### src/rtl/t8pc_pkg.sv
// Package for the prescaled 8-bit CTC timer: item and result types,
// bus address map, opcodes, modes and the prescaler divisor table.
// No dependencies.
package t8pc_pkg;

	// Opcodes of an input item
	localparam logic [1:0] OP_TICK  = 2'd0;
	localparam logic [1:0] OP_WRITE = 2'd1;
	localparam logic [1:0] OP_READ  = 2'd2;
	localparam logic [1:0] OP_ACK   = 2'd3;

	// Register addresses in data space
	localparam logic [7:0] ADDR_FLAGS  = 8'h35;
	localparam logic [7:0] ADDR_CTRL_A = 8'h44;
	localparam logic [7:0] ADDR_CTRL_B = 8'h45;
	localparam logic [7:0] ADDR_COUNT  = 8'h46;
	localparam logic [7:0] ADDR_CMP_A  = 8'h47;
	localparam logic [7:0] ADDR_CMP_B  = 8'h48;
	localparam logic [7:0] ADDR_MASK   = 8'h6E;

	// Storage masks of the control registers
	localparam logic [7:0] CTRL_A_KEEP = 8'hF3;
	localparam logic [7:0] CTRL_B_KEEP = 8'hCF;

	// Counting modes
	localparam logic [2:0] MODE_NORMAL = 3'd0;
	localparam logic [2:0] MODE_CTC    = 3'd2;

	// Interrupt sources, also the bit positions in flags, mask and pending
	localparam logic [1:0] SRC_OVF  = 2'd0;
	localparam logic [1:0] SRC_CMPA = 2'd1;
	localparam logic [1:0] SRC_CMPB = 2'd2;

	localparam int IRQ_N   = 3;
	localparam int PRE_W   = 11;

	typedef struct packed {
		logic [1:0] opcode;
		logic [7:0] address;
		logic [7:0] write_data;
		logic [1:0] ack_source;
	} item_t;

	typedef struct packed {
		logic [7:0]       read_data;
		logic [IRQ_N-1:0] pending;
	} result_t;

	// Prescaler divisor for a clock select; zero means stopped
	function automatic logic [PRE_W-1:0] reload_of(input logic [2:0] cs);
		logic [PRE_W-1:0] r;
		case (cs)
			3'd1:    r = PRE_W'(1);
			3'd2:    r = PRE_W'(8);
			3'd3:    r = PRE_W'(64);
			3'd4:    r = PRE_W'(256);
			3'd5:    r = PRE_W'(1024);
			default: r = '0;
		endcase
		return r;
	endfunction

endpackage

### src/rtl/t8pc_if.sv
// Valid/ready channel interfaces for the timer: bus item in, result out.
// No dependencies.
interface t8pc_item_if;
	logic       valid;
	logic       ready;
	logic [1:0] opcode;
	logic [7:0] address;
	logic [7:0] write_data;
	logic [1:0] ack_source;

	modport source (output valid, opcode, address, write_data, ack_source, input ready);
	modport sink   (input valid, opcode, address, write_data, ack_source, output ready);
endinterface

interface t8pc_result_if;
	logic       valid;
	logic       ready;
	logic [7:0] read_data;
	logic       irq_overflow;
	logic       irq_compare_a;
	logic       irq_compare_b;

	modport source (output valid, read_data, irq_overflow, irq_compare_a, irq_compare_b,
		input ready);
	modport sink   (input valid, read_data, irq_overflow, irq_compare_a, irq_compare_b,
		output ready);
endinterface

### src/rtl/t8pc_core.sv
// Timer state and single-pass update: registers, prescaler, counter, flags.
// Depends on t8pc_pkg.
module t8pc_core
	import t8pc_pkg::*;
(
	input  logic    clk,
	input  logic    arst_n,
	input  logic    step,
	input  item_t   item,
	output result_t result
);

	logic [7:0]       control_a_q, control_b_q, count_q, compare_a_q, compare_b_q;
	logic [7:0]       flags_q, mask_q;
	logic [IRQ_N-1:0] pending_q;
	logic [PRE_W-1:0] remaining_q;

	logic [7:0]       control_a_d, control_b_d, count_d, compare_a_d, compare_b_d;
	logic [7:0]       flags_d, mask_d;
	logic [IRQ_N-1:0] pending_d;
	logic [PRE_W-1:0] remaining_d;

	logic [2:0]       mode;
	logic [2:0]       clock_sel;
	logic [PRE_W-1:0] reload;
	logic [PRE_W-1:0] rem_dec;
	logic             running, advance;
	logic [7:0]       count_inc;
	logic [IRQ_N-1:0] new_flags;
	logic [IRQ_N-1:0] ack_bit;
	logic [7:0]       rd;

	// Mode and clock select live in the stored control bits
	assign mode      = {control_b_q[3], control_a_q[1:0]};
	assign clock_sel = control_b_q[2:0];
	assign reload    = reload_of(clock_sel);
	assign running   = clock_sel inside {[3'd1:3'd5]};
	assign rem_dec   = (remaining_q != '0) ? remaining_q - PRE_W'(1) : remaining_q;
	assign advance   = running && (rem_dec == '0);
	assign count_inc = count_q + 8'd1;
	assign ack_bit   = (item.ack_source == SRC_OVF)  ? 3'b001 :
	                   (item.ack_source == SRC_CMPA) ? 3'b010 :
	                   (item.ack_source == SRC_CMPB) ? 3'b100 : 3'b000;

	always_comb begin
		control_a_d = control_a_q;
		control_b_d = control_b_q;
		count_d     = count_q;
		compare_a_d = compare_a_q;
		compare_b_d = compare_b_q;
		flags_d     = flags_q;
		mask_d      = mask_q;
		pending_d   = pending_q;
		remaining_d = remaining_q;
		new_flags   = '0;
		rd          = '0;
		case (item.opcode)
			OP_TICK: begin
				if (running) begin
					remaining_d = advance ? reload : rem_dec;
				end
				if (advance && (mode == MODE_NORMAL || mode == MODE_CTC)) begin
					count_d = count_inc;
					if (count_inc == 8'd0) begin
						new_flags[SRC_OVF] = 1'b1;
					end else if (mode == MODE_CTC && count_inc == compare_a_q) begin
						new_flags[SRC_CMPA] = 1'b1;
						count_d = 8'd0;
					end
				end
				if (new_flags != '0) begin
					flags_d   = flags_q | {5'd0, new_flags};
					pending_d = (pending_q & ~mask_q[IRQ_N-1:0])
					          | (flags_d[IRQ_N-1:0] & mask_q[IRQ_N-1:0]);
				end
			end
			OP_WRITE: begin
				case (item.address)
					ADDR_CTRL_A: control_a_d = item.write_data & CTRL_A_KEEP;
					ADDR_CTRL_B: control_b_d = item.write_data & CTRL_B_KEEP;
					ADDR_COUNT:  count_d     = item.write_data;
					ADDR_CMP_A:  compare_a_d = item.write_data;
					ADDR_CMP_B:  compare_b_d = item.write_data;
					ADDR_FLAGS: begin
						flags_d   = item.write_data;
						pending_d = (pending_q & ~mask_q[IRQ_N-1:0])
						          | (item.write_data[IRQ_N-1:0] & mask_q[IRQ_N-1:0]);
					end
					ADDR_MASK: begin
						mask_d    = item.write_data;
						pending_d = (pending_q & ~item.write_data[IRQ_N-1:0])
						          | (flags_q[IRQ_N-1:0] & item.write_data[IRQ_N-1:0]);
					end
					default: ;
				endcase
			end
			OP_READ: begin
				case (item.address)
					ADDR_CTRL_A: rd = control_a_q;
					ADDR_CTRL_B: rd = control_b_q;
					ADDR_COUNT:  rd = count_q;
					ADDR_CMP_A:  rd = compare_a_q;
					ADDR_CMP_B:  rd = compare_b_q;
					ADDR_FLAGS:  rd = flags_q;
					ADDR_MASK:   rd = mask_q;
					default:     rd = '0;
				endcase
			end
			OP_ACK: begin
				flags_d   = flags_q & ~{5'd0, ack_bit};
				pending_d = pending_q & ~ack_bit;
			end
			default: ;
		endcase
	end

	assign result.read_data = rd;
	assign result.pending   = pending_d;

	always_ff @(posedge clk or negedge arst_n) begin
		if (!arst_n) begin
			control_a_q <= '0;
			control_b_q <= '0;
			count_q     <= '0;
			compare_a_q <= '0;
			compare_b_q <= '0;
			flags_q     <= '0;
			mask_q      <= '0;
			pending_q   <= '0;
			remaining_q <= '0;
		end else if (step) begin
			control_a_q <= control_a_d;
			control_b_q <= control_b_d;
			count_q     <= count_d;
			compare_a_q <= compare_a_d;
			compare_b_q <= compare_b_d;
			flags_q     <= flags_d;
			mask_q      <= mask_d;
			pending_q   <= pending_d;
			remaining_q <= remaining_d;
		end
	end

`ifndef SYNTH
	a_hold_idle: assert property (@(posedge clk) disable iff (!arst_n)
		!step |=> $stable(pending_q) && $stable(flags_q) && $stable(count_q))
		else $error("timer state changed without an item");

	a_pre_range: assert property (@(posedge clk) disable iff (!arst_n)
		remaining_q <= PRE_W'(1024))
		else $error("prescaler count beyond largest divisor");

	a_ack_clears: assert property (@(posedge clk) disable iff (!arst_n)
		step && item.opcode == OP_ACK && item.ack_source == SRC_OVF
		|=> !pending_q[SRC_OVF] && !flags_q[SRC_OVF])
		else $error("overflow acknowledge left flag or pending set");

	a_read_quiet: assert property (@(posedge clk) disable iff (!arst_n)
		step && item.opcode == OP_READ
		|=> $stable(flags_q) && $stable(pending_q) && $stable(count_q))
		else $error("register read changed timer state");
`endif

endmodule

### src/rtl/t8pc_outbuf.sv
// Result register for the timer: holds one result until the sink takes it.
// Depends on t8pc_pkg and t8pc_result_if.
module t8pc_outbuf
	import t8pc_pkg::*;
(
	input  logic                  clk,
	input  logic                  arst_n,
	input  logic                  load,
	input  result_t               res,
	output logic                  can_load,
	t8pc_result_if.source         out_ch
);

	logic    valid_q;
	result_t res_q;

	assign can_load = !valid_q || out_ch.ready;

	always_ff @(posedge clk or negedge arst_n) begin
		if (!arst_n) begin
			valid_q <= 1'b0;
		end else if (can_load) begin
			valid_q <= load;
		end
	end

	always_ff @(posedge clk) begin
		if (load) begin
			res_q <= res;
		end
	end

	assign out_ch.valid         = valid_q;
	assign out_ch.read_data     = res_q.read_data;
	assign out_ch.irq_overflow  = res_q.pending[SRC_OVF];
	assign out_ch.irq_compare_a = res_q.pending[SRC_CMPA];
	assign out_ch.irq_compare_b = res_q.pending[SRC_CMPB];

endmodule

### src/rtl/timer8_prescaled_ctc_top.sv
// Top level of the prescaled 8-bit CTC timer: input register, core, result register.
// Depends on t8pc_pkg, t8pc_if.sv, t8pc_core and t8pc_outbuf.

// An 8-bit timer/counter with a 1/8/64/256/1024 prescaler, normal and CTC counting and
// three interrupt lines (overflow, compare A, compare B). Each item on item_in is one
// bus operation: a clock tick, a register write, a register read or an interrupt
// acknowledge; each item yields exactly one result on result_out carrying the read byte
// (zero unless a read of a mapped address) and the three pending interrupt bits after
// the operation. The block takes one item per clock cycle while result_out is ready.
// An item is captured in the input register and updates the timer state in a single
// pass once the result register can load; its result lands in the result register at
// that same edge. When result_out stalls, the result register holds and one more item
// waits in the input register before item_in drops ready.
module timer8_prescaled_ctc_top
	import t8pc_pkg::*;
(
	input  logic          clk,
	input  logic          arst_n,
	t8pc_item_if.sink     item_in,
	t8pc_result_if.source result_out
);

	logic    valid_s1;
	item_t   item_s1;
	logic    can_load;
	logic    step;
	logic    accept;
	result_t res;

	// Advance the held item whenever the result register can take its result
	assign step          = valid_s1 && can_load;
	assign item_in.ready = !valid_s1 || can_load;
	assign accept        = item_in.valid && item_in.ready;

	// Input register: refill on accept, drop once the item has stepped
	always_ff @(posedge clk or negedge arst_n) begin
		if (!arst_n) begin
			valid_s1 <= 1'b0;
		end else if (accept) begin
			valid_s1 <= 1'b1;
		end else if (step) begin
			valid_s1 <= 1'b0;
		end
	end

	always_ff @(posedge clk) begin
		if (accept) begin
			item_s1.opcode     <= item_in.opcode;
			item_s1.address    <= item_in.address;
			item_s1.write_data <= item_in.write_data;
			item_s1.ack_source <= item_in.ack_source;
		end
	end

	// Timer state and its update for the held item
	t8pc_core u_core (
		.clk    (clk),
		.arst_n (arst_n),
		.step   (step),
		.item   (item_s1),
		.result (res)
	);

	// Result register toward the sink
	t8pc_outbuf u_outbuf (
		.clk      (clk),
		.arst_n   (arst_n),
		.load     (step),
		.res      (res),
		.can_load (can_load),
		.out_ch   (result_out)
	);

endmodule

### src/flat_wrapper.sv
// flat-port wrapper written by rule: the top's interface ports become plain ports
module timer8_prescaled_ctc_top_flat import t8pc_pkg::*;
  (clk, arst_n, item_in_valid, item_in_opcode, item_in_address, item_in_write_data, item_in_ack_source, item_in_ready, result_out_valid, result_out_read_data, result_out_irq_overflow, result_out_irq_compare_a, result_out_irq_compare_b, result_out_ready);
  t8pc_item_if item_in_i ();
  t8pc_result_if result_out_i ();
  input  logic clk;
  input  logic arst_n;
  input wire logic [$bits(item_in_i.valid)-1:0] item_in_valid;
  input wire logic [$bits(item_in_i.opcode)-1:0] item_in_opcode;
  input wire logic [$bits(item_in_i.address)-1:0] item_in_address;
  input wire logic [$bits(item_in_i.write_data)-1:0] item_in_write_data;
  input wire logic [$bits(item_in_i.ack_source)-1:0] item_in_ack_source;
  output wire logic [$bits(item_in_i.ready)-1:0] item_in_ready;
  output wire logic [$bits(result_out_i.valid)-1:0] result_out_valid;
  output wire logic [$bits(result_out_i.read_data)-1:0] result_out_read_data;
  output wire logic [$bits(result_out_i.irq_overflow)-1:0] result_out_irq_overflow;
  output wire logic [$bits(result_out_i.irq_compare_a)-1:0] result_out_irq_compare_a;
  output wire logic [$bits(result_out_i.irq_compare_b)-1:0] result_out_irq_compare_b;
  input wire logic [$bits(result_out_i.ready)-1:0] result_out_ready;
  assign item_in_i.valid = item_in_valid;
  assign item_in_i.opcode = item_in_opcode;
  assign item_in_i.address = item_in_address;
  assign item_in_i.write_data = item_in_write_data;
  assign item_in_i.ack_source = item_in_ack_source;
  assign item_in_ready = item_in_i.ready;
  assign result_out_valid = result_out_i.valid;
  assign result_out_read_data = result_out_i.read_data;
  assign result_out_irq_overflow = result_out_i.irq_overflow;
  assign result_out_irq_compare_a = result_out_i.irq_compare_a;
  assign result_out_irq_compare_b = result_out_i.irq_compare_b;
  assign result_out_i.ready = result_out_ready;
  timer8_prescaled_ctc_top u_core (.clk(clk), .arst_n(arst_n), .item_in(item_in_i), .result_out(result_out_i));
endmodule
### config.mk
export PLATFORM = sky130hd
export DESIGN_NAME = timer8_prescaled_ctc_top_flat
export DESIGN_NICKNAME = d
export VERILOG_FILES = /design/src/rtl/t8pc_pkg.sv /design/src/rtl/t8pc_if.sv /design/src/rtl/t8pc_core.sv /design/src/rtl/t8pc_outbuf.sv /design/src/rtl/timer8_prescaled_ctc_top.sv /design/src/flat_wrapper.sv
export SDC_FILE = /design/constraint.sdc
export NUM_CORES = 1
export LEC_CHECK = 0
export BUFFER_PORTS_ARGS = -buffer_cell sky130_fd_sc_hd__buf_2
export CAP_MARGIN = 20
export CORE_UTILIZATION = 40
export DETAILED_ROUTE_END_ITERATION = 12
export SLEW_MARGIN = 5
export SYNTH_ARGS = -nofsm -noshare
export SYNTH_HDL_FRONTEND = slang
export SYNTH_SLANG_ARGS = --single-unit
### constraint.sdc
create_clock -name clk -period 7.1 [get_ports clk]
set_input_delay 1.42 -clock clk [delete_from_list [all_inputs] [get_ports clk]]
set_output_delay 1.42 -clock clk [all_outputs]
set_load 0.03 [all_outputs]
### Word level (Yosys, flattened, before mapping)

Index checks and enable logic that the tools add are counted.

| operators by class | value |
|---|---|
| add/subtract/negate cells | 2 |
| magnitude comparators | 2 |
| eq/ne operators | 23 |
| mux-type cells | 25 |
| bitwise operators | 15 |
| reductions and logical operators | 29 |

Operators by type and width:

| kind | count |
|---|---|
| case mux 8 bit (7 select lines) | 1 |
| case mux 11 bit (5 select lines) | 1 |
| equality test 8 x 7 -> 1 bit, second input constant | 6 |
| 2-to-1 mux 8 bit | 6 |
| case mux 8 bit (3 select lines) | 1 |
| 2-to-1 mux 11 bit | 2 |
| AND 3 bit | 6 |
| AND reduction 3 bit | 6 |
| case mux 8 bit (2 select lines) | 1 |
| 2-to-1 mux 3 bit | 4 |
| zero test 11 bit | 1 |
| nonzero test 11 bit | 1 |
| subtractor 11 x 1 -> 11 bit, second input constant | 1 |
| equality test 3 x 2 -> 1 bit, second input constant | 3 |
| inverter 3 bit | 3 |
| bitwise OR 3 bit | 3 |
| case mux 3 bit (3 select lines) | 1 |
| adder 8 x 1 -> 8 bit, second input constant | 1 |
| AND 8 bit | 1 |
| equality test 8 x 6 -> 1 bit, second input constant | 1 |
| equality test 8 bit | 1 |
| zero test 8 bit | 1 |
| inequality test 2 bit, second input constant | 4 |
| inverter 3 -> 8 bit | 1 |
| 18 further kinds | 39 |

| storage, ports and cells | value |
|---|---|
| flip-flop bits (word level) | 99 |
| input port bits | 24 |
| output and inout bits | 13 |

### Longest topological paths before layout

| depth | value |
|---|---|
| word-level depth | 12 |
| mapped depth | 11 |

### By module

A second synthesis with hierarchy kept.

| second synthesis, totals | value |
|---|---|
| cells, all modules | 514 |
| area total of the unflattened synthesis | 5,363.9 µm² |

Modules (own cells, without submodules):

| module | times used | cells each | area each (µm²) |
|---|---|---|---|
| t8pc_core | 1 | 475 | 4,325.4 |
| timer8_prescaled_ctc_top | 1 | 25 | 660.6 |
| t8pc_outbuf | 1 | 14 | 377.9 |

### Worst setup path before layout

OpenSTA, ideal clock, no wires.

| timing | value |
|---|---|
| path kind | input -> register |
| from | input port result_out_ready |
| to | register u_core.u_core.mask_q[0] |
| data arrival time | 3.108 ns |
| data required time | 6.975 ns |
| path slack | 3.867 ns |
| stages | 7 |
| path buffers | 2 |
| path through | nand2b_1 nand2_1 inv_1 clkbuf_1 and3_1 clkbuf_1 mux2_2 |

| between the ends | value |
|---|---|
| word-level cells in the longest chain between the ends | 3 |

Ends and longest elaborated chain:

| element | RTL line | RTL |
|---|---|---|
| start, declared | flat_wrapper.sv:19 | `input wire logic [$bits(result_out_i.ready)-1:0] result_out_ready;` |
| logical OR 1 bit | t8pc_outbuf.sv:17 | `assign can_load = !valid_q \|\| out_ch.ready;` |
| logical AND 1 bit | timer8_prescaled_ctc_top.sv:31 | `assign step = valid_s1 && can_load;` |
| net u_core.step | timer8_prescaled_ctc_top.sv:26 | `logic step;` |
| AND reduction 3 bit (no source line) | - |  |
| end signal, assigned | t8pc_core.sv:138 | `mask_q <= mask_d;` |
| end, declared | t8pc_core.sv:14 | `logic [7:0] flags_q, mask_q;` |

The timed path passes the listed nets, and every way through them passes these cells.
A chain may end at the register's enable or synchronous reset.

### Worst setup path in the final report

| timing | value |
|---|---|
| from | input port result_out_ready |
| to | register u_core.u_core.compare_b_q[6] |

| between the ends | value |
|---|---|
| word-level cells in the longest chain between the ends | 3 |

Ends and longest elaborated chain:

| element | RTL line | RTL |
|---|---|---|
| logical OR 1 bit | t8pc_outbuf.sv:17 |  |
| logical AND 1 bit | timer8_prescaled_ctc_top.sv:31 |  |
| AND reduction 3 bit (no source line) | - |  |
| end signal, assigned | t8pc_core.sv:136 | `compare_b_q <= compare_b_d;` |
| end, declared | t8pc_core.sv:13 | `logic [7:0] control_a_q, control_b_q, count_q, compare_a_q, compare_b_q;` |

No other way between the ends.

==> flow_summary.html <==
<table>
<tr><th>Metric</th><th>Value</th></tr>
<tr><th colspan="2">Worst setup path</th></tr>
<tr><td>CP most frequent cell</td><td>sky130_fd_sc_hd__nand2_1</td></tr>
<tr><td>Capturing element type of the critical path</td><td>flip-flop</td></tr>
<tr><td>RR Startpoint</td><td>u_core.u_core.count_q[0]</td></tr>
<tr><td>Worst reg2reg setup slack</td><td>3.75 ns</td></tr>
<tr><td>Reg2reg end</td><td>u_core.u_outbuf.out_ch.irq_compare_b</td></tr>
<tr><td>Slowest library cell on the worst path</td><td>sky130_fd_sc_hd__inv_1</td></tr>
<tr><td>Signal arrival time at the worst endpoint</td><td>3.68 ns</td></tr>
<tr><td>Gate family responsible for the most delay along the worst path</td><td>simple AND/OR/NAND/NOR gates</td></tr>
<tr><td>Kind of launch point of the worst setup path</td><td>input port</td></tr>
<tr><td>Slowest Stage Delay on Critical Path</td><td>0.64 ns</td></tr>
<tr><td>Critical path fanouts, max</td><td>22</td></tr>
<tr><td>Number of cells on the worst reg-to-reg path</td><td>8</td></tr>
<tr><td>Critical Path, Cell by Cell</td><td>buf_2 &gt; nand2b_1 &gt; nand2_1 &gt; inv_1 &gt; nand2_1 &gt; nor2b_1 &gt; mux2_2</td></tr>
<tr><td>Data required time at the worst endpoint</td><td>7.33 ns</td></tr>
<tr><td>Worst Path Buf+Inv</td><td>2</td></tr>
<tr><td>Critical path class</td><td>in2reg</td></tr>
<tr><th colspan="2">Route</th></tr>
<tr><td>Vias</td><td>4,143</td></tr>
<tr><td>Final ANT Viol Nets</td><td>0</td></tr>
<tr><td>Final WL</td><td>13,300 um</td></tr>
<tr><td>Pre-Repair DR Iteration Count</td><td>5</td></tr>
<tr><td>Violation count after the first detailed-routing iteration</td><td>422</td></tr>
<tr><td>Number of vias per cell</td><td>5.86</td></tr>
<tr><td>WL/cell</td><td>18.9 um</td></tr>
<tr><td>Post-detailed-route DRC marker count</td><td>0</td></tr>
<tr><th colspan="2">Yosys</th></tr>
<tr><td>Cell area after synthesis</td><td>5420 um^2</td></tr>
<tr><td>Count of mapped cells out of synthesis</td><td>507</td></tr>
<tr><td>Number of distinct library cell variants in the gate-level netlist after synthesis</td><td>69</td></tr>
<tr><td>Top-area cell type share of the netlist area</td><td>31.4%</td></tr>
<tr><td>Most frequent cell after synthesis</td><td>sky130_fd_sc_hd__dfrtp_1</td></tr>
<tr><td>Most used standard cells in the synthesized netlist</td><td>sky130_fd_sc_hd__dfrtp_1 (68), sky130_fd_sc_hd__mux2_2 (42), sky130_fd_sc_hd__edfxtp_1 (31), sky130_fd_sc_hd__nand2_1 (31), sky130_fd_sc_hd__nor2_1 (29)</td></tr>
<tr><td>Cell type with the largest total area after synthesis</td><td>sky130_fd_sc_hd__dfrtp_1</td></tr>
<tr><td>Biggest area contributors in the synthesized netlist</td><td>sky130_fd_sc_hd__dfrtp_1 (31%), sky130_fd_sc_hd__edfxtp_1 (17%), sky130_fd_sc_hd__mux2_2 (8.7%)</td></tr>
<tr><td>Seq/Total Area, Yosys</td><td>48.5%</td></tr>
<tr><td>Flip-flop cell with the highest count after synthesis</td><td>sky130_fd_sc_hd__dfrtp_1</td></tr>
<tr><td>Post-synth ARST share</td><td>68.7%</td></tr>
<tr><td>Number of synthesized register bits</td><td>99</td></tr>
<tr><td>Synthesized Nets</td><td>533</td></tr>
<tr><td>EDFF count, synth</td><td>31</td></tr>
<tr><td>Avg Cell Area, Syn</td><td>10.7 um^2</td></tr>
<tr><td>Synthesis warning total</td><td>0</td></tr>
<tr><th colspan="2">CTS</th></tr>
<tr><td>Root cell of the clock tree</td><td>sky130_fd_sc_hd__clkbuf_16</td></tr>
<tr><td>Largest buffer count on any clock path</td><td>2</td></tr>
<tr><td>Post-CTS Hold Buffers</td><td>0</td></tr>
<tr><td>Cts repair resizes</td><td>0</td></tr>
<tr><td>Clock edge transition at the registers on the reported setup and hold paths</td><td>0.06 ns</td></tr>
<tr><td>H-Tree Depth</td><td>3</td></tr>
<tr><td>Count of buffers added by post-CTS timing repair for setup</td><td>0</td></tr>
<tr><td>Worst-skew pair later-pin latency</td><td>0.36 ns</td></tr>
<tr><td>Num CTS Buffers</td><td>9</td></tr>
<tr><td>Total number of clock tree sinks</td><td>99</td></tr>
<tr><td>Clock tree from TritonCTS</td><td>yes</td></tr>
<tr><th colspan="2">Final layout</th></tr>
<tr><td>Final Non-Filler Cells</td><td>707</td></tr>
<tr><td>Share of layout cells above drive strength 1</td><td>20.7%</td></tr>
<tr><td>Cell area after layout</td><td>6040 um^2</td></tr>
<tr><td>ANT cells</td><td>0</td></tr>
<tr><td>Synth-to-layout area growth</td><td>11.4%</td></tr>
<tr><td>Util after Layout</td><td>45.6%</td></tr>
<tr><td>Final net count</td><td>552</td></tr>
<tr><th colspan="2">Place</th></tr>
<tr><td>Number of cells in the design after placement</td><td>691</td></tr>
<tr><td>Gpl congestion</td><td>0.850</td></tr>
<tr><td>DP HPWL</td><td>9290 um</td></tr>
<tr><td>Number of buffers inserted by port buffering</td><td>36</td></tr>
<tr><td>Placed cell area</td><td>5730 um^2</td></tr>
<tr><th colspan="2">STA</th></tr>
<tr><td>Min Tclk post-route</td><td>3.45 ns</td></tr>
<tr><td>TNS Setup</td><td>0 ns</td></tr>
<tr><td>Slew HR</td><td>29.5%</td></tr>
<tr><td>Highest Clock Rate</td><td>290 MHz</td></tr>
<tr><td>Transition time at the pin with the least slew margin</td><td>1.05 ns</td></tr>
<tr><td>Final worst clock skew</td><td>0.0121 ns</td></tr>
<tr><td>Final hold violation count</td><td>0</td></tr>
<tr><td>Setup repair after global routing missed its margin</td><td>false</td></tr>
<tr><td>Pins Over Slew Limit</td><td>0</td></tr>
<tr><td>Final worst-path cycle share</td><td>48.6%</td></tr>
<tr><td>Setup violation total in the final timing report</td><td>0</td></tr>
<tr><th colspan="2">Floorplan</th></tr>
<tr><td>Placeable core area</td><td>13,200 um^2</td></tr>
<tr><td>Die footprint</td><td>14,000 um^2</td></tr>
<tr><td>Horizontal die dimension</td><td>118 um</td></tr>
<tr><td>I/O pin count</td><td>37</td></tr>
<tr><td>Row cnt</td><td>42</td></tr>
<tr><td>Initial Utilization</td><td>40.9%</td></tr>
<tr><td>DIE HEIGHT</td><td>118 um</td></tr>
<tr><th colspan="2">Outcome</th></tr>
<tr><td>Outcome</td><td>finished clean</td></tr>
<tr><th colspan="2">Global route</th></tr>
<tr><td>Total GRT Usage</td><td>20.1%</td></tr>
<tr><td>GR met1 Demand/Resource</td><td>28.0%</td></tr>
<tr><td>Initial antenna violation count</td><td>0</td></tr>
<tr><td>Met2 track demand over resource</td><td>31.7%</td></tr>
<tr><td>Global-route wire length before repair</td><td>21,700 um</td></tr>
<tr><td>GR Overflow Total</td><td>0</td></tr>
<tr><td>Pin count of the biggest net entering global routing</td><td>69</td></tr>
<tr><td>Met3 routing resource usage after global routing</td><td>3.96%</td></tr>
<tr><td>Vias in the first global route</td><td>3,937</td></tr>
<tr><td>Most utilized layer in the global route result</td><td>met2</td></tr>
<tr><th colspan="2">Min path</th></tr>
<tr><td>Hold WC Path Type</td><td>reg2reg</td></tr>
<tr><td>Worst Hold Depth</td><td>1</td></tr>
<tr><td>Hold Path End</td><td>u_core.u_outbuf.out_ch.valid</td></tr>
<tr><td>Hold_sp</td><td>u_core.valid_s1</td></tr>
<tr><th colspan="2">Power and ir drop</th></tr>
<tr><td>Max IR drop VDD</td><td>160 uV</td></tr>
<tr><td>Static leakage power</td><td>2.37 nW</td></tr>
<tr><td>PD cells</td><td>207 nW/um^2</td></tr>
<tr><th colspan="2">Flow run</th></tr>
<tr><td>Max-cap violations</td><td>0</td></tr>
</table>
[flip-flops by register name, indices dropped and copies added, names as in the netlist]
name,flops
u_core.u_outbuf.out_ch.read_data,8
u_core.u_core.control_b_q,6
u_core.u_core.control_a_q,6
u_core.item_s1,20
u_core.u_core.count_q,8
u_core.u_core.remaining_q,11
u_core.u_outbuf.out_ch.irq_overflow,1
u_core.u_core.compare_a_q,8
u_core.u_outbuf.out_ch.irq_compare_a,1
u_core.u_outbuf.out_ch.irq_compare_b,1
u_core.u_core.pending_q,3
u_core.u_core.compare_b_q,8
u_core.u_core.flags_q,8
u_core.u_outbuf.out_ch.valid,1
u_core.valid_s1,1
u_core.u_core.mask_q,8
[metal layers]
metal / vias to the layer above / routed length (um)
li1: 1984 / -
met1: 2046 / 6340
met2: 101 / 6300
met3: 12 / 518
met4: 0 / 177
met5: - / 0
[cell type report]
cell class              instances  area, um^2
fillers                      1280        7200
flip-flops and latches         99        2630
multi-input cells             360        2610
clock buffers                  10         229
well taps                     176         220
repair buffers                 39         203
clock inverters                 6        83.8
inverters                      17        63.8
[cell usage in the layout (no fill, tap or decap), types with 9 or more instances in the layout]
master                      netlist  layout
sky130_fd_sc_hd__a21oi_1         20      20
sky130_fd_sc_hd__a22oi_1         19      19
sky130_fd_sc_hd__buf_2            1      36
sky130_fd_sc_hd__clkbuf_16        0       9
sky130_fd_sc_hd__dfrtp_1         68      68
sky130_fd_sc_hd__edfxtp_1        31      31
sky130_fd_sc_hd__inv_1           16      16
sky130_fd_sc_hd__mux2_2          42      42
sky130_fd_sc_hd__nand2_1         31      31
sky130_fd_sc_hd__nand2b_1        12      12
sky130_fd_sc_hd__nand3_1         15      15
sky130_fd_sc_hd__nor2_1          29      29
sky130_fd_sc_hd__nor3_1          15      15
sky130_fd_sc_hd__o21ai_0         20      20
sky130_fd_sc_hd__o22ai_1          9       9
[worst max-delay path by stage]
stage	from	end	slack (ns)	cells past startpoint
6_report	result_out_ready	u_core.u_core.compare_b_q[6]	3.65	7
2_1_floorplan	result_out_ready	u_core.u_core.mask_q[0]	3.87	7
3_5_place_dp	result_out_ready	u_core.u_core.compare_b_q[6]	3.27	7
5_1_grt	u_core.u_core.count_q[0]	u_core.u_outbuf.out_ch.irq_compare_b	3.47	8
3_3_place_gp	result_out_ready	u_core.u_core.compare_b_q[4]	3.38	7
4_1_cts	result_out_ready	u_core.u_core.compare_b_q[6]	3.64	7
[where the power goes]
| group | leakage [nW] | switching [mW] | internal, mW | total (mW) |
|---|---|---|---|---|
| logic | 1.02 | 0.0641 | 0.0371 | 0.101 |
| clock network | 0.152 | 0.232 | 0.282 | 0.515 |
| registers | 1.20 | 0.0276 | 0.609 | 0.637 |
| total | 2.37 | 0.324 | 0.929 | 1.25 |
[per-stage QoR]
step                hold slack [ns]  setup WS, ns  power (mW)
floorplan                     0.457          3.87       0.708
global placement              0.490          3.38       0.748
detailed placement            0.480          3.27       0.750
CTS                           0.495          3.64        1.27
global route                  0.516          3.47        1.30
finish                        0.490          3.65        1.25
[worst reg2reg max path, stage by stage, from the launching register on]
cell and delay (ns):
sky130_fd_sc_hd__dfrtp_1 0.52, sky130_fd_sc_hd__ha_1 0.36, sky130_fd_sc_hd__and4_1 0.36, sky130_fd_sc_hd__nand3_1 0.11, sky130_fd_sc_hd__a2111oi_0 0.39, sky130_fd_sc_hd__nand4_1 0.53, sky130_fd_sc_hd__a2111oi_2 0.61, sky130_fd_sc_hd__nor2_1 0.08
sky130_fd_sc_hd__a2bb2oi_1 0.15
[cells by family (layout without fill, tap and decap cells)]
group	Yosys count	in the layout	synth area share (%)
fa+ha+maj	2	2	0.461
xor+xnor	12	12	1.94
flops	99	99	48.5
buf+inv	48	72	3.48
simple gates	158	158	16.1
compound gates	140	140	18.8
mux	48	48	10.8
Power figures use the tool's default switching activity.
